<file path="src/sv/switch_change_reporter_macros.svh">
// ----------------------------------------------------------------------------
// Switch change reporter assertion macros
// Shared assertion wrappers, clocked on clk_i and disabled in reset.
// ----------------------------------------------------------------------------
`ifndef SWITCH_CHANGE_REPORTER_MACROS_SVH
`define SWITCH_CHANGE_REPORTER_MACROS_SVH

// Same-cycle implication.
`define SCR_ASSERT_NOW(label, ante, cons, msg) \
  label: assert property (@(posedge clk_i) disable iff (!rst_ni) (ante) |-> (cons)) \
    else $error(msg);

// Next-cycle implication.
`define SCR_ASSERT_NEXT(label, ante, cons, msg) \
  label: assert property (@(posedge clk_i) disable iff (!rst_ni) (ante) |=> (cons)) \
    else $error(msg);

`endif

</file>
<file path="src/sv/scr_pkg.sv">
// ----------------------------------------------------------------------------
// Switch change reporter package
// Types and constants shared by the reporter modules and interfaces.
// ----------------------------------------------------------------------------
`default_nettype none

package scr_pkg;

  localparam int NUM_CHANNELS = 16;
  localparam int MAX_EVENTS   = 4;
  localparam int CH_W         = $clog2(NUM_CHANNELS);
  localparam int CNT_W        = 3;

  typedef logic [NUM_CHANNELS-1:0] chan_vec_t;

  localparam chan_vec_t LEVEL_RESET = 16'h0101;

  // func field codes
  localparam logic FUNC_SAMPLE = 1'b0;
  localparam logic FUNC_REPORT = 1'b1;

  typedef enum logic [1:0] {
    ST_IDLE,
    ST_SCAN,
    ST_FLUSH
  } state_e;

  typedef struct packed {
    logic      func;
    chan_vec_t levels;
  } in_item_t;

  typedef struct packed {
    logic             event_valid;
    logic [CH_W-1:0]  channel;
    logic             pressed;
    logic [CNT_W-1:0] report_count;
    logic             last;
  } out_item_t;

  // Result of checking one channel
  typedef struct packed {
    logic            hit;
    logic            pressed;
    logic            wrap;
    logic [CH_W-1:0] ptr_nxt;
  } scan_res_t;

endpackage

`default_nettype wire

</file>
<file path="src/sv/scr_ifs.sv">
// ----------------------------------------------------------------------------
// Switch change reporter channel interfaces
// Valid/ready channels for input items and result items.
// ----------------------------------------------------------------------------
`default_nettype none

interface scr_in_if;
  import scr_pkg::*;
  logic     valid;
  logic     ready;
  in_item_t data;

  modport source (output valid, output data, input ready);
  modport sink   (input valid, input data, output ready);
endinterface

interface scr_out_if;
  import scr_pkg::*;
  logic      valid;
  logic      ready;
  out_item_t data;

  modport source (output valid, output data, input ready);
  modport sink   (input valid, input data, output ready);
endinterface

`default_nettype wire

</file>
<file path="src/sv/switch_change_reporter.sv">
// A sample transaction is absorbed when accepted. A report transaction
//   scans one channel per cycle, unless a stall holds it, from the saved
//   pointer up to channel 15 or the event limit, then flushes the final result.
// Throughput: a sample every cycle while idle; a report holds off the input
//   until its closing result is emitted, including waits on a busy output slot.
// Reset: async active low; levels go to 0x0101, enables and pointer to zero.
// ----------------------------------------------------------------------------
// Switch change reporter
// Change-of-state detector with round-robin event reporting over 16 switches.
// ----------------------------------------------------------------------------
`default_nettype none

module switch_change_reporter (
  input  wire logic               clk_i,
  input  wire logic               rst_ni,
  input  wire logic               cfg_we_i,
  input  wire scr_pkg::chan_vec_t cfg_wdata_i,
  scr_in_if.sink                  in_i,
  scr_out_if.source               out_o
);
  import scr_pkg::*;

  `include "switch_change_reporter_macros.svh"

  state_e           state_q, state_d;
  chan_vec_t        en_q;
  chan_vec_t        cur_q, cur_d;
  chan_vec_t        rep_q, rep_d;
  logic [CH_W-1:0]  ptr_q, ptr_d;
  logic [CNT_W-1:0] cnt_q, cnt_d;
  logic             pend_vld_q, pend_vld_d;
  out_item_t        pend_q, pend_d;
  logic             out_vld_q, out_vld_d;
  out_item_t        out_q, out_d;

  scan_res_t        scan;
  logic             in_acc;
  logic             out_free;
  logic             stall;
  logic             done_max;
  logic [CNT_W-1:0] cnt_inc;

  // One channel examined per cycle, unless stalled, by the shared scan unit.
  scr_scan_unit u_scan (
    .en_i  (en_q),
    .cur_i (cur_q),
    .rep_i (rep_q),
    .ptr_i (ptr_q),
    .res_o (scan)
  );

  assign in_i.ready  = (state_q == ST_IDLE);
  assign in_acc      = in_i.valid && in_i.ready;
  assign out_o.valid = out_vld_q;
  assign out_o.data  = out_q;

  // Output slot is free if empty or being drained this cycle.
  assign out_free = !out_vld_q || out_o.ready;
  // A new hit must push the held event out; wait if the slot is busy.
  assign stall    = scan.hit && pend_vld_q && !out_free;
  assign cnt_inc  = cnt_q + CNT_W'(1);
  assign done_max = scan.hit && (cnt_inc == CNT_W'(MAX_EVENTS));

  // Next-state logic
  always_comb begin
    state_d = state_q;
    case (state_q)
      ST_IDLE: begin
        if (in_acc && in_i.data.func == FUNC_REPORT) state_d = ST_SCAN;
      end
      ST_SCAN: begin
        if (!stall && (done_max || scan.wrap)) state_d = ST_FLUSH;
      end
      ST_FLUSH: begin
        if (out_free) state_d = ST_IDLE;
      end
      default: state_d = ST_IDLE;
    endcase
  end

  // Datapath / output logic. The most recent event is held back in the
  // pending register until we know whether it is the last of the report.
  always_comb begin
    cur_d      = cur_q;
    rep_d      = rep_q;
    ptr_d      = ptr_q;
    cnt_d      = cnt_q;
    pend_vld_d = pend_vld_q;
    pend_d     = pend_q;
    out_vld_d  = out_vld_q && !out_o.ready;
    out_d      = out_q;
    case (state_q)
      ST_IDLE: begin
        if (in_acc) begin
          if (in_i.data.func == FUNC_SAMPLE) begin
            cur_d = (cur_q & ~en_q) | (in_i.data.levels & en_q);
          end else begin
            cnt_d      = '0;
            pend_vld_d = 1'b0;
          end
        end
      end
      ST_SCAN: begin
        if (!stall) begin
          ptr_d = scan.ptr_nxt;
          if (scan.hit) begin
            rep_d[ptr_q] = cur_q[ptr_q];
            cnt_d        = cnt_inc;
            if (pend_vld_q) begin
              out_vld_d = 1'b1;
              out_d     = pend_q;
            end
            pend_vld_d          = 1'b1;
            pend_d.event_valid  = 1'b1;
            pend_d.channel      = ptr_q;
            pend_d.pressed      = scan.pressed;
            pend_d.report_count = cnt_inc;
            pend_d.last         = 1'b0;
          end
        end
      end
      ST_FLUSH: begin
        if (out_free) begin
          out_vld_d  = 1'b1;
          pend_vld_d = 1'b0;
          if (pend_vld_q) begin
            out_d      = pend_q;
            out_d.last = 1'b1;
          end else begin
            // Nothing changed: a single empty closing result.
            out_d      = '0;
            out_d.last = 1'b1;
          end
        end
      end
      default: ;
    endcase
  end

  // Control state
  always_ff @(posedge clk_i or negedge rst_ni) begin
    if (!rst_ni) begin
      state_q    <= ST_IDLE;
      en_q       <= '0;
      cur_q      <= LEVEL_RESET;
      rep_q      <= LEVEL_RESET;
      ptr_q      <= '0;
      cnt_q      <= '0;
      pend_vld_q <= 1'b0;
      out_vld_q  <= 1'b0;
    end else begin
      state_q    <= state_d;
      cur_q      <= cur_d;
      rep_q      <= rep_d;
      ptr_q      <= ptr_d;
      cnt_q      <= cnt_d;
      pend_vld_q <= pend_vld_d;
      out_vld_q  <= out_vld_d;
      if (cfg_we_i) en_q <= cfg_wdata_i;
    end
  end

  // Payload registers
  always_ff @(posedge clk_i) begin
    pend_q <= pend_d;
    out_q  <= out_d;
  end

  // Assertions
  `SCR_ASSERT_NOW(a_evt_count_nonzero, out_vld_q && out_q.event_valid,
    out_q.report_count != '0, "event result with zero report_count")
  `SCR_ASSERT_NEXT(a_report_starts_scan, in_acc && in_i.data.func == FUNC_REPORT,
    state_q == ST_SCAN, "report transaction did not start a scan")
  `SCR_ASSERT_NEXT(a_flush_emits_last, state_q == ST_FLUSH && out_free,
    state_q == ST_IDLE && out_vld_q && out_q.last, "flush did not emit a closing result")
  `SCR_ASSERT_NOW(a_count_bounded, state_q == ST_SCAN,
    cnt_q < CNT_W'(MAX_EVENTS), "scan running with event limit reached")

endmodule

`default_nettype wire

</file>
<file path="src/sv/scr_scan_unit.sv">
// ----------------------------------------------------------------------------
// Switch change reporter scan unit
// Checks the channel under the pointer for an unreported change.
// ----------------------------------------------------------------------------
`default_nettype none

module scr_scan_unit (
  input  wire scr_pkg::chan_vec_t          en_i,
  input  wire scr_pkg::chan_vec_t          cur_i,
  input  wire scr_pkg::chan_vec_t          rep_i,
  input  wire logic [scr_pkg::CH_W-1:0]    ptr_i,
  output scr_pkg::scan_res_t               res_o
);
  import scr_pkg::*;

  always_comb begin
    res_o.hit     = en_i[ptr_i] & (cur_i[ptr_i] ^ rep_i[ptr_i]);
    res_o.pressed = ~cur_i[ptr_i];
    res_o.wrap    = (ptr_i == CH_W'(NUM_CHANNELS - 1));
    res_o.ptr_nxt = res_o.wrap ? '0 : ptr_i + CH_W'(1);
  end

endmodule

`default_nettype wire
</file>
<file path="src/flat_wrapper.sv">
// flat-port wrapper written by rule: the top's interface ports become plain ports
module switch_change_reporter_flat import scr_pkg::*;
  (clk_i, rst_ni, cfg_we_i, cfg_wdata_i, in_i_valid, in_i_data, in_i_ready, out_o_valid, out_o_data, out_o_ready);
  scr_in_if in_i_i ();
  scr_out_if out_o_i ();
  input  wire logic clk_i;
  input  wire logic rst_ni;
  input  wire logic cfg_we_i;
  input  wire scr_pkg::chan_vec_t cfg_wdata_i;
  input wire logic [$bits(in_i_i.valid)-1:0] in_i_valid;
  input wire logic [$bits(in_i_i.data)-1:0] in_i_data;
  output wire logic [$bits(in_i_i.ready)-1:0] in_i_ready;
  output wire logic [$bits(out_o_i.valid)-1:0] out_o_valid;
  output wire logic [$bits(out_o_i.data)-1:0] out_o_data;
  input wire logic [$bits(out_o_i.ready)-1:0] out_o_ready;
  assign in_i_i.valid = in_i_valid;
  assign in_i_i.data = in_i_data;
  assign in_i_ready = in_i_i.ready;
  assign out_o_valid = out_o_i.valid;
  assign out_o_data = out_o_i.data;
  assign out_o_i.ready = out_o_ready;
  switch_change_reporter u_core (.clk_i(clk_i), .rst_ni(rst_ni), .cfg_we_i(cfg_we_i), .cfg_wdata_i(cfg_wdata_i), .in_i(in_i_i), .out_o(out_o_i));
endmodule
</file>
<file path="config.mk">
export PLATFORM = sky130hd
export DESIGN_NAME = switch_change_reporter_flat
export DESIGN_NICKNAME = d
export VERILOG_FILES = /design/src/sv/scr_pkg.sv /design/src/sv/scr_ifs.sv /design/src/sv/switch_change_reporter.sv /design/src/sv/scr_scan_unit.sv /design/src/flat_wrapper.sv
export VERILOG_INCLUDE_DIRS = /design/src /design/src/sv
export SDC_FILE = /design/constraint.sdc
export NUM_CORES = 1
export LEC_CHECK = 0
export BUFFER_PORTS_ARGS = -buffer_cell sky130_fd_sc_hd__buf_2
export CAP_MARGIN = 10
export CORE_MARGIN = 10
export CORE_UTILIZATION = 40
export CTS_CLUSTER_SIZE = 8
export DETAILED_ROUTE_END_ITERATION = 10
export SETUP_SLACK_MARGIN = 0.1
export SLEW_MARGIN = 20
export SYNTH_ARGS = -nofsm -noshare
export SYNTH_HDL_FRONTEND = slang
export SYNTH_SLANG_ARGS = --single-unit
</file>
<file path="constraint.sdc">
create_clock -name clk_i -period 2.83 [get_ports clk_i]
set_input_delay 0 -clock clk_i [delete_from_list [all_inputs] [get_ports clk_i]]
set_output_delay 0 -clock clk_i [all_outputs]
set_load 0.01 [all_outputs]
</file>
==> results.txt <==
----------------------------------------------------
[STA]
  Actual slew at the worst max-slew pin ... 0.571 ns
  RSZ-0062 raised after global routing ... no
  Crit path setup slack, layout ... 0.202 ns
  Pins Over Slew Limit ... 0
  Clock tree skew after final layout ... 0.0138 ns
  Final-report hold violation count ... 0
  Final worst path period share ... 92.9%
  Headroom to the max-slew limit ... 61.9%
  Final period demand of the worst path ... 2.63 ns
  Final total negative setup slack ... 0 ns
  Setup-violating endpoint count in the final report ... 0
  Fmax ... 0.381 GHz
  Minimum hold slack ... 0.158 ns

[Yosys]
  Number of standard cells after synthesis ... 280
  Mean cell area of the mapped netlist ... 13.6 um^2
  Register bit total from synthesis ... 77
  Async S/R FF share, synth ... 76.6%
  Mapped Nets ... 327
  Post-Syn Area ... 3810 um^2
  Leading post-synthesis cells by instance count ... sky130_fd_sc_hd__dfrtp_1, sky130_fd_sc_hd__mux2_2, sky130_fd_sc_hd__nand2_1, sky130_fd_sc_hd__edfxtp_1, sky130_fd_sc_hd__nand3_1
  Synth top area share ... 36.1%
  EDFF count, synth ... 18
  Proportion of synthesized chip area in sequential cells ... 53.0%
  Yosys synthesis warning count ... 0
  Most instantiated library cell after synthesis ... sky130_fd_sc_hd__dfrtp_1
  Distinct cell type count after synthesis ... 50
  Cells taking the most area after synthesis ... sky130_fd_sc_hd__dfrtp_1, sky130_fd_sc_hd__edfxtp_1, sky130_fd_sc_hd__mux2_2, sky130_fd_sc_hd__mux4_2, sky130_fd_sc_hd__ha_1
  Most used DFF post-synth ... sky130_fd_sc_hd__dfrtp_1
  Top cell type by total area after synthesis ... sky130_fd_sc_hd__dfrtp_1

[Clock network]
  Buffer type at the clock tree root ... sky130_fd_sc_hd__clkbuf_8
  Clock tree buffer depth ... 2
  TritonCTS clock tree ... done
  Clock-pin slew on the worst setup and hold paths ... 0.09 ns
  Num CTS Buffers ... 9
  TritonCTS Sinks ... 77
  Worst-skew pair later-pin latency ... 0.35 ns
  Maximum level of the CTS H-tree ... 3

[Worst hold path]
  Type of the tightest min-delay check ... in2async

[Worst setup path]
  Nature of the critical path endpoint ... register
  Critical Setup Path Class ... reg2reg
  Crit path launch type ... register
  Data required time of the worst path ... 3.07 ns
  Critical-path maximum fanout ... 12
  CP arrival ... 2.86 ns

[Floorplanning]
  DIE AREA ... 13800 um^2
  Placeable core region ... 9240 um^2
  Initial Util ... 41.3%
  Ports placed on the boundary ... 50
  Y dimension of the die ... 118 um
  Overall die width ... 118 um
  Placement row count ... 35

[Layout]
  Number of filler cells placed in the layout ... 781
  Fraction of the core area covered by cells at the end of the flow ... 53.1%
  Area of the multi-input gates ... 1690 um^2
  Number of standard cells in the final layout excluding fillers ... 511
  Final-stage net count ... 424
  Storage element area ... 2020 um^2
  Final non-filler cell area ... 4900 um^2
  Antenna cells ... 0
  Area added between synthesis and finish ... 28.6%
  Fraction of layout instances using a drive strength above 1 ... 41.1%

[Pwr]
  Worst IR Drop VDD ... 0.434 mV
  LEAKAGE ... 2.07 nW
  Pwr Density ... 1060 nW/um^2
  Total power ... 5.21 mW

[Global routing]
  Initial antenna violation count ... 0
  Wire length of the first global-routing pass ... 14300 um
  Overall global routing resource usage ... 12.4%
  Total congestion overflow ... 0
  Largest net degree at the start of global routing ... 37
  Number of global-route vias before repair ... 2793

[Route]
  Via count ... 2529
  Avg Vias per Cell ... 4.95
  Antenna-violating nets left ... 0
  Average detailed-routed wire length per instance ... 16.5 um
  Routed WL ... 8440 um
  Violation count after the first detailed-route iteration ... 99
  Length of the first detailed-routing pass in iterations ... 4
  Number of DRC violations after detailed routing ... 0

[Placed design]
  Hpwl dp ... 5570 um
  Final weighted congestion in routability-driven placement ... 0.750
  Post-placement setup slack ... 0.0626 ns
  # placed instances ... 453
  Number of port buffers ... 49
  Cell Area, Placed ... 4210 um^2

[Job]
  Max-cap violations ... 0

[Outcome]
  Outcome ... finished, final reports clean

----------------------------------------------------
[kinds of logic after synthesis]
| kind of cell | share of synthesized area, % |
|---|---|
| mux | 22.3 |
| fa+ha+maj | 2.95 |
| compound gates | 5.97 |
| buf+inv | 3.15 |
| flops | 53.0 |
| xor+xnor | 1.41 |
| simple gates | 11.1 |
[report_power, final]
group	internal [mW]	leakage (nW)	switching [mW]
clock	0.418	0.0968	0.444
combinational	1.23	1.09	1.22
sequential	1.63	0.890	0.275
[layer usage]
metal | share of wire, % | vias up | global-route usage [%]
li1 | - | 1212 | -
met1 | 45 | 1259 | 15.8
met3 | 4.5 | 5 | 3.84
met4 | 0.75 | 0 | 3.48
met2 | 50 | 53 | 19.7
met5 | 0 | - | 0
[cell type report]
class                           instances  area share, %
Clock buffer                            9           2.53
Inverter                                8          0.612
Clock inverter                          7           1.63
Multi-Input combinational cell        182           34.4
Sequential cell                        77           41.3
Timing Repair Buffer                   99           16.2
Tap cell                              129           3.29
[worst max-delay path: stages, from the launching register on]
cell	delay [ns]
sky130_fd_sc_hd__dfrtp_2	0.44
sky130_fd_sc_hd__buf_12	0.16
sky130_fd_sc_hd__mux4_2	0.52
sky130_fd_sc_hd__a22oi_2	0.24
sky130_fd_sc_hd__nand2_4	0.11
sky130_fd_sc_hd__xnor2_4	0.17
sky130_fd_sc_hd__nor3_4	0.16
sky130_fd_sc_hd__buf_12	0.15
sky130_fd_sc_hd__clkbuf_16	0.16
sky130_fd_sc_hd__nand3_1	0.10
sky130_fd_sc_hd__mux2_4	0.31
[timing repair]
action,in CTS,in global routing
pin swaps,0,5
gates cloned,0,3
hold endpoints to repair,55,0
buffers inserted,0,5
hold buffers,34,0
resized for setup,1,5
setup endpoints to repair,18,29
[placed cells by master (no fill, tap or decap), types with 4 or more instances in the layout]
| cell | instances |
|---|---|
| sky130_fd_sc_hd__dfrtp_1 | 53 |
| sky130_fd_sc_hd__dfstp_2 | 4 |
| sky130_fd_sc_hd__and2_1 | 10 |
| sky130_fd_sc_hd__inv_1 | 7 |
| sky130_fd_sc_hd__mux2_1 | 9 |
| sky130_fd_sc_hd__dlygate4sd3_1 | 34 |
| sky130_fd_sc_hd__nor2_1 | 7 |
| sky130_fd_sc_hd__buf_4 | 10 |
| sky130_fd_sc_hd__clkbuf_8 | 9 |
| sky130_fd_sc_hd__a21oi_1 | 6 |
| sky130_fd_sc_hd__o21ai_0 | 4 |
| sky130_fd_sc_hd__mux4_2 | 12 |
| sky130_fd_sc_hd__nand2_1 | 27 |
| sky130_fd_sc_hd__buf_2 | 49 |
| sky130_fd_sc_hd__nand3_1 | 13 |
| sky130_fd_sc_hd__a22oi_2 | 4 |
| sky130_fd_sc_hd__mux2_4 | 4 |
| sky130_fd_sc_hd__mux2_2 | 38 |
| sky130_fd_sc_hd__edfxtp_1 | 18 |
| sky130_fd_sc_hd__ha_1 | 9 |
[path summary, 6_finish.rpt]
path	cells past startpoint	to	slack [ns]	start
min in group clk_i	2	u_core.en_q[14]	0.16	cfg_we_i
max in group asynchronous	3	u_core.rep_q[8]	1.76	rst_ni
setup reg to reg	10	u_core.rep_q[4]	0.20	u_core.ptr_q[0]
hold / removal	2	asynchronous set/reset pin	0.16	rst_ni
hold reg to reg	1	u_core.rep_q[14]	0.50	u_core.rep_q[14]
setup / recovery	10	u_core.rep_q[4]	0.20	u_core.ptr_q[0]
Power figures use the tool's default switching activity.
